--- config.mk ---
export PLATFORM = sky130hd
export DESIGN_NAME = modbus_rtu_read_registers_slave_top
export DESIGN_NICKNAME = d
export VERILOG_FILES = /design/src/hdl/mbrtu_pkg.sv /design/src/hdl/mbrtu_crc.sv /design/src/hdl/mbrtu_regs.sv /design/src/hdl/modbus_rtu_read_registers_slave_top.sv
export SDC_FILE = /design/constraint.sdc
export NUM_CORES = 1
export LEC_CHECK = 0
export BUFFER_PORTS_ARGS = -buffer_cell sky130_fd_sc_hd__clkbuf_2
export CAP_MARGIN = 20
export CORE_MARGIN = 4
export CORE_UTILIZATION = 67
export DETAILED_ROUTE_END_ITERATION = 6
export GPL_ROUTABILITY_DRIVEN = 0
export PLACE_DENSITY = 0.85
export SETUP_SLACK_MARGIN = 0.02
export SYNTH_ARGS = -nofsm -noshare
export SYNTH_HDL_FRONTEND = slang
export SYNTH_SLANG_ARGS = --single-unit
--- constraint.sdc ---
create_clock -name i_clk -period 9.8 [get_ports i_clk]
set_input_delay 0.98 -clock i_clk [delete_from_list [all_inputs] [get_ports i_clk]]
set_output_delay 0.98 -clock i_clk [all_outputs]
set_load 0.01 [all_outputs]
--- src/hdl/mbrtu_pkg.sv ---
// Shared types and constants for the Modbus RTU read-holding-registers slave.
package mbrtu_pkg;

    // Input item commands
    localparam logic [1:0] CMD_BYTE   = 2'd0;
    localparam logic [1:0] CMD_WRITE  = 2'd1;
    localparam logic [1:0] CMD_GAP    = 2'd2;

    // Accepted function codes
    localparam logic [7:0] FUNC_READ  = 8'h03;
    localparam logic [7:0] FUNC_ALT   = 8'h00;

    // CRC-16/MODBUS, reflected form
    localparam logic [15:0] CRC_SEED  = 16'hFFFF;
    localparam logic [15:0] CRC_POLY  = 16'hA001;

    // Request frame layout: eight bytes, CRC covers the first six
    localparam logic [2:0] CRC_SPAN   = 3'd6;
    localparam logic [2:0] LAST_POS   = 3'd7;
    localparam logic [2:0] LAST_BIT   = 3'd7;

    // Longest response is 29 bytes, so at most 12 words
    localparam int          LEFT_W    = 4;
    localparam logic [15:0] MAX_WORDS = 16'd12;

    localparam logic [7:0] SLAVE_ADDR_RST = 8'd1;

    // Operations of the bit-serial CRC unit
    typedef enum logic [1:0] {
        CRC_HOLD  = 2'd0,
        CRC_INIT  = 2'd1,
        CRC_LOAD  = 2'd2,
        CRC_SHIFT = 2'd3
    } t_crc_op;

    // Sequencer states
    typedef enum logic [6:0] {
        S_IDLE   = 7'b0000001,
        S_RXCRC  = 7'b0000010,
        S_CHECK  = 7'b0000100,
        S_TXBYTE = 7'b0001000,
        S_TXCRC  = 7'b0010000,
        S_CRCLO  = 7'b0100000,
        S_CRCHI  = 7'b1000000
    } t_state;

    // Which response byte goes out next
    typedef enum logic [2:0] {
        P_ADDR = 3'd0,
        P_FUNC = 3'd1,
        P_BCNT = 3'd2,
        P_HI   = 3'd3,
        P_LO   = 3'd4,
        P_CRC  = 3'd5
    } t_part;

endpackage

--- src/hdl/mbrtu_crc.sv ---
// Bit-serial CRC-16/MODBUS unit shared by request check and response build.
module mbrtu_crc (
    input  logic               i_clk,
    input  logic               i_rst_n,
    input  mbrtu_pkg::t_crc_op i_op,
    input  logic [7:0]         i_byte,
    output logic [15:0]        o_crc
);

    logic [15:0] r_crc;
    logic [15:0] n_crc;

    // One byte = one load (xor) then eight shift steps
    always_comb begin
        case (i_op)
            mbrtu_pkg::CRC_HOLD:  n_crc = r_crc;
            mbrtu_pkg::CRC_INIT:  n_crc = mbrtu_pkg::CRC_SEED;
            mbrtu_pkg::CRC_LOAD:  n_crc = r_crc ^ {8'h00, i_byte};
            mbrtu_pkg::CRC_SHIFT: n_crc = r_crc[0] ? ((r_crc >> 1) ^ mbrtu_pkg::CRC_POLY)
                                                   : (r_crc >> 1);
            default:              n_crc = r_crc;
        endcase
    end

    always_ff @(posedge i_clk) begin
        if (!i_rst_n) begin
            r_crc <= mbrtu_pkg::CRC_SEED;
        end else begin
            r_crc <= n_crc;
        end
    end

    assign o_crc = r_crc;

endmodule

--- src/hdl/mbrtu_regs.sv ---
// Holding register file: one write port, one read port.
module mbrtu_regs #(
    parameter int NUM_REGS = 12,
    parameter int AW       = 4
) (
    input  logic          i_clk,
    input  logic          i_rst_n,
    input  logic          i_we,
    input  logic [3:0]    i_wr_idx,
    input  logic [15:0]   i_wr_data,
    input  logic [AW-1:0] i_rd_idx,
    output logic [15:0]   o_rd_data
);

    logic [15:0] r_regs [NUM_REGS];

    // Each entry matches its own index; out-of-range writes hit nothing
    for (genvar k = 0; k < NUM_REGS; k++) begin : g_reg
        always_ff @(posedge i_clk) begin
            if (!i_rst_n) begin
                r_regs[k] <= 16'h0000;
            end else if (i_we && (5'(i_wr_idx) == 5'(k))) begin
                r_regs[k] <= i_wr_data;
            end
        end
    end

    assign o_rd_data = r_regs[i_rd_idx];

endmodule

--- src/hdl/modbus_rtu_read_registers_slave_top.sv ---
// Top level of the Modbus RTU read-holding-registers slave.
//
// Items are accepted only while the sequencer is idle. A holding register
// write, a line gap or the seventh frame byte leaves it idle; each of the
// first six frame bytes runs through the shared bit-serial CRC unit as one
// load and eight shift steps. The eighth byte leads to a check state. While
// the output is taken, every emitted byte but the two CRC bytes passes
// through the same CRC unit one bit a cycle, so that unit sets the pace.
// Results leave through a single output register.
module modbus_rtu_read_registers_slave_top #(
    parameter int NUM_REGS = 12
) (
    input  logic        i_clk,
    input  logic        i_rst_n,
    input  logic        i_valid,
    output logic        o_ready,
    input  logic [1:0]  i_cmd,
    input  logic [7:0]  i_rx_byte,
    input  logic [3:0]  i_reg_index,
    input  logic [15:0] i_reg_value,
    output logic        o_valid,
    input  logic        i_ready,
    output logic [7:0]  o_tx_byte,
    output logic        o_last,
    input  logic        i_cfg_we,
    input  logic [7:0]  i_cfg_data
);

    localparam int AW = (NUM_REGS > 1) ? $clog2(NUM_REGS) : 1;

    mbrtu_pkg::t_state   r_state, n_state;
    mbrtu_pkg::t_part    r_part, n_part;
    mbrtu_pkg::t_crc_op  crc_op;
    logic [2:0]          r_pos, n_pos;
    logic [2:0]          r_bit, n_bit;
    logic [AW-1:0]       r_ridx, n_ridx;
    logic [mbrtu_pkg::LEFT_W-1:0] r_left, n_left;
    logic [7:0]          r_slave_addr;
    logic [7:0]          r_req [8];
    logic                r_out_valid;
    logic [7:0]          r_tx_byte;
    logic                r_last;

    logic        accept;
    logic        out_free;
    logic        out_load;
    logic [7:0]  out_byte;
    logic        out_last;
    logic [7:0]  tx_sel;
    logic [7:0]  crc_byte;
    logic [15:0] crc_val;
    logic [15:0] rd_data;
    logic [15:0] req_start;
    logic [15:0] req_count;
    logic        frame_ok;

    assign accept   = i_valid && o_ready;
    assign out_free = !r_out_valid || i_ready;
    assign o_ready  = (r_state == mbrtu_pkg::S_IDLE);

    mbrtu_crc u_crc (
        .i_clk   (i_clk),
        .i_rst_n (i_rst_n),
        .i_op    (crc_op),
        .i_byte  (crc_byte),
        .o_crc   (crc_val)
    );

    mbrtu_regs #(
        .NUM_REGS (NUM_REGS),
        .AW       (AW)
    ) u_regs (
        .i_clk     (i_clk),
        .i_rst_n   (i_rst_n),
        .i_we      (accept && (i_cmd == mbrtu_pkg::CMD_WRITE)),
        .i_wr_idx  (i_reg_index),
        .i_wr_data (i_reg_value),
        .i_rd_idx  (r_ridx),
        .o_rd_data (rd_data)
    );

    // Frame check on the completed request
    assign req_start = {r_req[2], r_req[3]};
    assign req_count = {r_req[4], r_req[5]};
    assign frame_ok  = (r_req[0] == r_slave_addr)
                    && ((r_req[1] == mbrtu_pkg::FUNC_READ) || (r_req[1] == mbrtu_pkg::FUNC_ALT))
                    && (crc_val == {r_req[7], r_req[6]})
                    && ((17'(req_start) + 17'(req_count)) <= 17'(NUM_REGS))
                    && (req_count <= mbrtu_pkg::MAX_WORDS);

    // Next response byte; byte count is 2*count, count already limited to 12
    always_comb begin
        case (r_part)
            mbrtu_pkg::P_ADDR: tx_sel = r_req[0];
            mbrtu_pkg::P_FUNC: tx_sel = r_req[1];
            mbrtu_pkg::P_BCNT: tx_sel = {r_req[5][6:0], 1'b0};
            mbrtu_pkg::P_HI:   tx_sel = rd_data[15:8];
            mbrtu_pkg::P_LO:   tx_sel = rd_data[7:0];
            default:           tx_sel = 8'h00;
        endcase
    end

    assign crc_byte = (r_state == mbrtu_pkg::S_IDLE) ? i_rx_byte : tx_sel;

    // Sequencer
    always_comb begin
        n_state  = r_state;
        n_part   = r_part;
        n_pos    = r_pos;
        n_bit    = r_bit;
        n_ridx   = r_ridx;
        n_left   = r_left;
        crc_op   = mbrtu_pkg::CRC_HOLD;
        out_load = 1'b0;
        out_byte = tx_sel;
        out_last = 1'b0;
        case (r_state)
            mbrtu_pkg::S_IDLE: begin
                if (accept && (i_cmd == mbrtu_pkg::CMD_BYTE)) begin
                    n_pos = r_pos + 3'd1;
                    if (r_pos < mbrtu_pkg::CRC_SPAN) begin
                        crc_op  = mbrtu_pkg::CRC_LOAD;
                        n_bit   = 3'd0;
                        n_state = mbrtu_pkg::S_RXCRC;
                    end else if (r_pos == mbrtu_pkg::LAST_POS) begin
                        n_state = mbrtu_pkg::S_CHECK;
                    end
                end else if (accept && (i_cmd == mbrtu_pkg::CMD_GAP)) begin
                    n_pos  = 3'd0;
                    crc_op = mbrtu_pkg::CRC_INIT;
                end
            end
            mbrtu_pkg::S_RXCRC: begin
                crc_op = mbrtu_pkg::CRC_SHIFT;
                n_bit  = r_bit + 3'd1;
                if (r_bit == mbrtu_pkg::LAST_BIT) begin
                    n_state = mbrtu_pkg::S_IDLE;
                end
            end
            mbrtu_pkg::S_CHECK: begin
                // Seed is restored whether or not a response follows
                crc_op = mbrtu_pkg::CRC_INIT;
                n_pos  = 3'd0;
                if (frame_ok) begin
                    n_part  = mbrtu_pkg::P_ADDR;
                    n_ridx  = req_start[AW-1:0];
                    n_left  = req_count[mbrtu_pkg::LEFT_W-1:0];
                    n_state = mbrtu_pkg::S_TXBYTE;
                end else begin
                    n_state = mbrtu_pkg::S_IDLE;
                end
            end
            mbrtu_pkg::S_TXBYTE: begin
                if (out_free) begin
                    out_load = 1'b1;
                    crc_op   = mbrtu_pkg::CRC_LOAD;
                    n_bit    = 3'd0;
                    n_state  = mbrtu_pkg::S_TXCRC;
                    case (r_part)
                        mbrtu_pkg::P_ADDR: n_part = mbrtu_pkg::P_FUNC;
                        mbrtu_pkg::P_FUNC: n_part = mbrtu_pkg::P_BCNT;
                        mbrtu_pkg::P_BCNT: n_part = (r_left == '0) ? mbrtu_pkg::P_CRC
                                                                   : mbrtu_pkg::P_HI;
                        mbrtu_pkg::P_HI:   n_part = mbrtu_pkg::P_LO;
                        mbrtu_pkg::P_LO: begin
                            n_ridx = r_ridx + AW'(1);
                            n_left = r_left - mbrtu_pkg::LEFT_W'(1);
                            n_part = (r_left == mbrtu_pkg::LEFT_W'(1)) ? mbrtu_pkg::P_CRC
                                                                        : mbrtu_pkg::P_HI;
                        end
                        default:           n_part = mbrtu_pkg::P_CRC;
                    endcase
                end
            end
            mbrtu_pkg::S_TXCRC: begin
                crc_op = mbrtu_pkg::CRC_SHIFT;
                n_bit  = r_bit + 3'd1;
                if (r_bit == mbrtu_pkg::LAST_BIT) begin
                    n_state = (r_part == mbrtu_pkg::P_CRC) ? mbrtu_pkg::S_CRCLO
                                                           : mbrtu_pkg::S_TXBYTE;
                end
            end
            mbrtu_pkg::S_CRCLO: begin
                if (out_free) begin
                    out_load = 1'b1;
                    out_byte = crc_val[7:0];
                    n_state  = mbrtu_pkg::S_CRCHI;
                end
            end
            mbrtu_pkg::S_CRCHI: begin
                if (out_free) begin
                    out_load = 1'b1;
                    out_byte = crc_val[15:8];
                    out_last = 1'b1;
                    crc_op   = mbrtu_pkg::CRC_INIT;
                    n_state  = mbrtu_pkg::S_IDLE;
                end
            end
            default: begin
                n_state = mbrtu_pkg::S_IDLE;
            end
        endcase
    end

    // Control registers
    always_ff @(posedge i_clk) begin
        if (!i_rst_n) begin
            r_state      <= mbrtu_pkg::S_IDLE;
            r_part       <= mbrtu_pkg::P_ADDR;
            r_pos        <= 3'd0;
            r_bit        <= 3'd0;
            r_left       <= '0;
            r_ridx       <= '0;
            r_slave_addr <= mbrtu_pkg::SLAVE_ADDR_RST;
            r_out_valid  <= 1'b0;
        end else begin
            r_state <= n_state;
            r_part  <= n_part;
            r_pos   <= n_pos;
            r_bit   <= n_bit;
            r_left  <= n_left;
            r_ridx  <= n_ridx;
            if (i_cfg_we) begin
                r_slave_addr <= i_cfg_data;
            end
            if (out_load) begin
                r_out_valid <= 1'b1;
            end else if (i_ready) begin
                r_out_valid <= 1'b0;
            end
        end
    end

    // Request bytes and output payload
    always_ff @(posedge i_clk) begin
        if (accept && (i_cmd == mbrtu_pkg::CMD_BYTE)) begin
            r_req[r_pos] <= i_rx_byte;
        end
        if (out_load) begin
            r_tx_byte <= out_byte;
            r_last    <= out_last;
        end
    end

    assign o_valid   = r_out_valid;
    assign o_tx_byte = r_tx_byte;
    assign o_last    = r_last;

endmodule
After elaboration in Yosys (flattened, before gate mapping)
Memories as Yosys holds them, arrays and structs flattened. A register that Yosys moved wholly into a read port is not among the register bits. Index checks and enable logic that the tools add are counted.

Output and inout bits: 11. Word-level logic and storage cells: 222. Bits in writable memories: 256. Input bits: 43. Memories: 2. Register bits: 58.

Reductions and logical operators: 40. Mux-type cells: 102. $lt $le $gt $ge: 3. Add/sub/neg operators: 5. Eq/ne operators: 45. Bitwise gates (word level): 14.

Memories: u_regs.r_regs (depth 12, bits a word 16, read ports 1, clocked after Yosys merged registers in 1, wr ports 12, RTL line mbrtu_regs.sv:15) `logic [15:0] r_regs [NUM_REGS];`; r_req (depth 8, bits a word 8, read ports 8, clocked after Yosys merged registers in 0, wr ports 1, RTL line modbus_rtu_read_registers_slave_top.sv:39) `logic [7:0] r_req [8];`.

Operator list (number): $mux 16 (13); $mux 7 (8); $pmux 7 s7 (1); $pmux 16 s3 (1); $mux 1 (45); $pmux 8 s5 (1); $mux 4 (9); $mux 3 (9); $mux 8 (3); $logic_and 1x1->1 (20); $add 16x16->17 (1); $le 17x4->1 const B (1); $eq 16x16->1 (1); $eq 4x3->1 const B (4); $eq 4x4->1 const B (4); $le 16x4->1 const B (1); $pmux 4 s2 (2); $pmux 8 s2 (1); $xor 16x8->16 (1); $pmux 3 s5 (1); $ne 2x2->1 const B (7); $eq 3x3->1 const B (4); $or 1x1->1 (12); $pmux 3 s2 (2); 40 further kinds (57).

Logic depth before layout (Yosys ltp)
An unclocked memory read counts as a cell.

Depth after elaboration: 11. Gate-level depth with buffers: 12. Gate-level depth less buffers: 11.

Cells and area by module
Synthesis repeated with hierarchy kept, for this count alone.

Cell total of the unflattened synthesis: 1305. Area total of the unflattened synthesis: 15838.9 um^2.

Modules (own cells, without submodules): mbrtu_regs (sequential area each 5765.5 um^2, area an instance 9135.0 um^2, instances 1, cells each 620); modbus_rtu_read_registers_slave_top (sequential area each 2852.7 um^2, area an instance 5964.5 um^2, instances 1, cells each 597); mbrtu_crc (sequential area each 320.3 um^2, area an instance 739.5 um^2, instances 1, cells each 88).

Least setup slack after synthesis
No wires, ideal clock.

Path type: input-to-reg. From: input i_cmd[1]. To: memory u_regs.r_regs[0][0] (enable). Data arrival time: 2.856 ns. Setup time: 0.411 ns. Slack: 6.533 ns. Buffers on the path: 1. Required time: 9.389 ns. Stages: 4. Path through: clkbuf_1 nor4_1 nand2b_1 o21ai_0.

RTL lines: start: declaration (RTL line modbus_rtu_read_registers_slave_top.sv:17) `input logic [1:0] i_cmd,`; end: declaration (RTL line mbrtu_regs.sv:15).

Worst setup path in the final report
From: register r_state[6]. To: memory r_req[2][2] (enable).

Word-level cells in the longest chain between the ends: 5.

RTL lines: start: declaration (RTL line modbus_rtu_read_registers_slave_top.sv:31) `mbrtu_pkg::t_state r_state, n_state;`; start signal: assignment (RTL line modbus_rtu_read_registers_slave_top.sv:208) `r_state <= mbrtu_pkg::S_IDLE;`; start signal: assignment (RTL line modbus_rtu_read_registers_slave_top.sv:217) `r_state <= n_state;`; $eq 7x1->1 (RTL line modbus_rtu_read_registers_slave_top.sv:59) `assign o_ready = (r_state == mbrtu_pkg::S_IDLE);`; $logic_and 1x1->1 (RTL line modbus_rtu_read_registers_slave_top.sv:57) `assign accept = i_valid && o_ready;`; $logic_and 1x1->1 (RTL line modbus_rtu_read_registers_slave_top.sv:236) `if (accept && (i_cmd == mbrtu_pkg::CMD_BYTE)) begin`; $mux 1 (RTL line modbus_rtu_read_registers_slave_top.sv:236); $mux 1 (implied by the code) (RTL line modbus_rtu_read_registers_slave_top.sv:237) `r_req[r_pos] <= i_rx_byte;`; end: declaration (RTL line modbus_rtu_read_registers_slave_top.sv:39).

Every way passes these cells.

==> results.py <==
metrics = {
    "layout": {
        "drive_above_1_share_pct": 14.8,
        "n_fill_cell": 1418,
        "regArea_mm2": 0.00902,
        "multiInputGateArea_mm2": 0.00614,
        "fin_util_pct": 74.4,
        "antenna_cells": 0,
        "syn2layout_area_growth_pct": 8.64,
        "fin_nets": 1333,
    },
    "clock_network": {
        "clock_latency_ns": 0.57,
        "cts_resized": 0,
        "holdBufCountCts": 0,
        "cts_tree": "done",
        "root_buffer": "clkbuf_16",
        "cts_setup_buffers": 0,
        "htreeDepth": 1,
        "cts_buffers": 31,
        "cts.sinks": 318,
        "clkTransAtPathRegs_ns": 0.06,
        "cts_buffer_depth": 3,
    },
    "power": {
        "p_int_mw": 2.29,
        "p_sw_share_pct": 26.8,
        "power_frac_seq_pct": 50.9,
        "p_leak_nw": 5.99,
        "switchingPower_uw": 837,
        "powerDensity_mw_per_mm2": 185,
        "vdd_drop_max_v": 0.000169,
        "comb_power_share_pct": 14.7,
        "clkPwrFrac_pct": 34.4,
    },
    "global_route": {
        "grt_pass1_wl_um": 56700,
        "grt_max_degree": 54,
        "grt_overflow_total": 0,
        "antenna_found_initial": 0,
        "grtUsageTotal_pct": 27.9,
        "grt_pass1_vias": 10300,
    },
    "run": {
        "drv_cap": 0,
    },
    "yosys": {
        "synthCells": 1245,
        "seq_area_frac_synth_pct": 58.0,
        "yosys_warnings": 0,
        "syn-cell-area_mm2": 0.0156,
        "syn_nets": 1313,
        "avgSynthCellArea_um2": 12.5,
        "synth_edf_count": 265,
        "synth-seq-cells": 318,
        "yosysMostFrequentCell": "edfxtp_1",
        "yosysTopAreaCell": "edfxtp_1",
        "synth_cell_type_count": 68,
        "ys.flop_type": "edfxtp_1",
        "ys_top_cells_by_count": "265 x edfxtp_1, 197 x and2_1, 79 x nor2_1, 66 x clkbuf_1, 66 x nand2_1",
        "synth_top_area_share_pct": 51.1,
        "ys_async_sr_fraction_pct": 0,
        "yosys-top-cells-area": "edfxtp_1 51%, and2_1 7.9%, mux4_2 6.9%",
    },
    "placement": {
        "dp_hpwl_um": 23800,
        "io_buffers": 53,
    },
    "timing": {
        "final_hold_viol_count": 0,
        "finalMaxSlewViolations": 0,
        "tns_ns": 0,
        "fmax_ghz": 0.260,
        "finalCritPeriodShare_pct": 39.3,
        "tightest_slew_ns": 1.10,
        "finalSetupViolCount": 0,
        "maxSlewHeadroom_pct": 26.7,
        "fin_skew_ns": 0.0122,
        "min_period_ns": 3.85,
        "grt_setup_unrepaired": "false",
    },
    "floorplan": {
        "die_w_um": 160,
        "io_pins": 54,
        "num_rows": 55,
        "die_h_um": 160,
        "coreArea_mm2": 0.0227,
        "die_area_mm2": 0.0257,
        "initial_core_util_pct": 68.5,
    },
    "hold_path": {
        "min_path_type": "register to register",
    },
    "routing": {
        "route.met3.wl_um": 2450,
        "routedWlPerCell_um": 23.0,
        "vias": 10300,
        "wl_um": 36100,
        "dr_wl_met2_um": 18900,
        "drtAntennaViolNets": 0,
        "drtIter0Drc": 1184,
        "drt-met1-wl_um": 13300,
        "drc": 0,
        "dr.pass1.iters": 7,
        "highest_layer": "met4",
        "via_per_inst": 6.55,
    },
    "setup_path": {
        "worst_ep_arrival_time_ns": 4.04,
        "worstSetupEndpointType": "register",
        "critPathKind": "register to register",
        "start_kind": "register",
        "cp_max_fo": 24,
        "required_ns": 9.99,
    },
    "status": {
        "outcome": "finished clean",
    },
}
==> power by group through the flow <==
stage / clock network (mW) / registers [mW] / logic, mW
6_report: 1.07 / 1.59 / 0.460
5_1_grt: 1.15 / 1.60 / 0.503
4_1_cts: 1.09 / 1.59 / 0.454
3_5_place_dp: 0 / 1.62 / 0.451
3_3_place_gp: 0 / 1.61 / 0.431
2_1_floorplan: 0 / 1.59 / 0.351
==> kinds of logic after synthesis <==
family	after synthesis	share of synthesized area, %
and+or+nand+nor	456	16.1
muxes	93	10.0
adders and majority gates	25	2.06
AOI/OAI and AO/OA	218	9.19
DFF	318	58.0
buffers and inverters	99	2.62
xor gates and xnor gates	36	2.03
==> final timing paths <==
| kind | from | end | slack [ns] | cells past startpoint |
|---|---|---|---|---|
| setup / recovery | r_state[6] | r_req[2][2] | 5.95 | 6 |
| hold reg to reg | r_bit[2] | r_bit[2] | 0.48 | 2 |
| setup reg to reg | r_state[6] | r_req[2][2] | 5.95 | 6 |
| hold / removal | r_bit[2] | r_bit[2] | 0.48 | 2 |
==> critical path, cell delays in order, from the launching register on <==
cell and delay, ns:
dfxtp_1 0.60, nor4_1 0.48, nand3_1 0.56, inv_1 0.31, nand3b_1 0.33, or3_1 0.52, nor2_1 0.67
==> final cells by class <==
type / instances / area share (%)
timing repair buffer: 72 / 2.53
clock inverter: 15 / 0.481
inverter: 14 / 0.311
clock buffer: 41 / 4.87
sequential: 318 / 53.4
tap: 285 / 2.11
multi-input combinational: 828 / 36.3
==> registers in the layout (all words and copies together) (netlist names), named ones only <==
| signal | flops |
|---|---|
| o_valid | 1 |
| u_crc.o_crc | 16 |
| r_req | 64 |
| u_regs.r_regs | 192 |
| r_pos | 3 |
| r_state | 7 |
| r_part | 3 |
| r_bit | 3 |
| r_left | 4 |
| o_tx_byte | 8 |
| o_last | 1 |
| r_slave_addr | 8 |
| r_ridx | 4 |
==> routing by layer <==
layer,up-vias,track usage (%)
li1,4683,-
met3,97,3.67
met1,5044,35.3
met4,0,11.0
met2,486,49.3
met5,-,0
==> layout by cell type (no fill, tap or decap), types with 16 or more instances in the layout <==
cell type | netlist | final
edfxtp_1 | 265 | 265
and2_1 | 197 | 197
nor2_1 | 79 | 79
nand2_1 | 66 | 66
clkbuf_2 | 0 | 53
dfxtp_1 | 53 | 51
a21oi_1 | 49 | 49
mux4_2 | 48 | 48
o21ai_0 | 53 | 41
mux2i_1 | 34 | 34
clkbuf_16 | 0 | 31
ha_1 | 24 | 24
nand3_1 | 21 | 21
xnor2_1 | 19 | 19
xor2_1 | 17 | 17
buf_4 | 0 | 17
o22ai_1 | 16 | 16
a22oi_1 | 16 | 16
==> through the flow <==
step,hold slack [ns],total power [mW],worst slack [ns],std cells,cell area [um^2]
global route,0.498,3.25,5.69,1573,16900
finish,0.479,3.13,5.95,1573,16900
CTS,0.479,3.13,6.00,1569,16900
global placement,0.459,2.05,5.65,1512,15900
detailed placement,0.471,2.07,5.53,1513,15900
floorplan,0.452,1.94,6.53,1245,15600
Power figures use the tool's default switching activity.
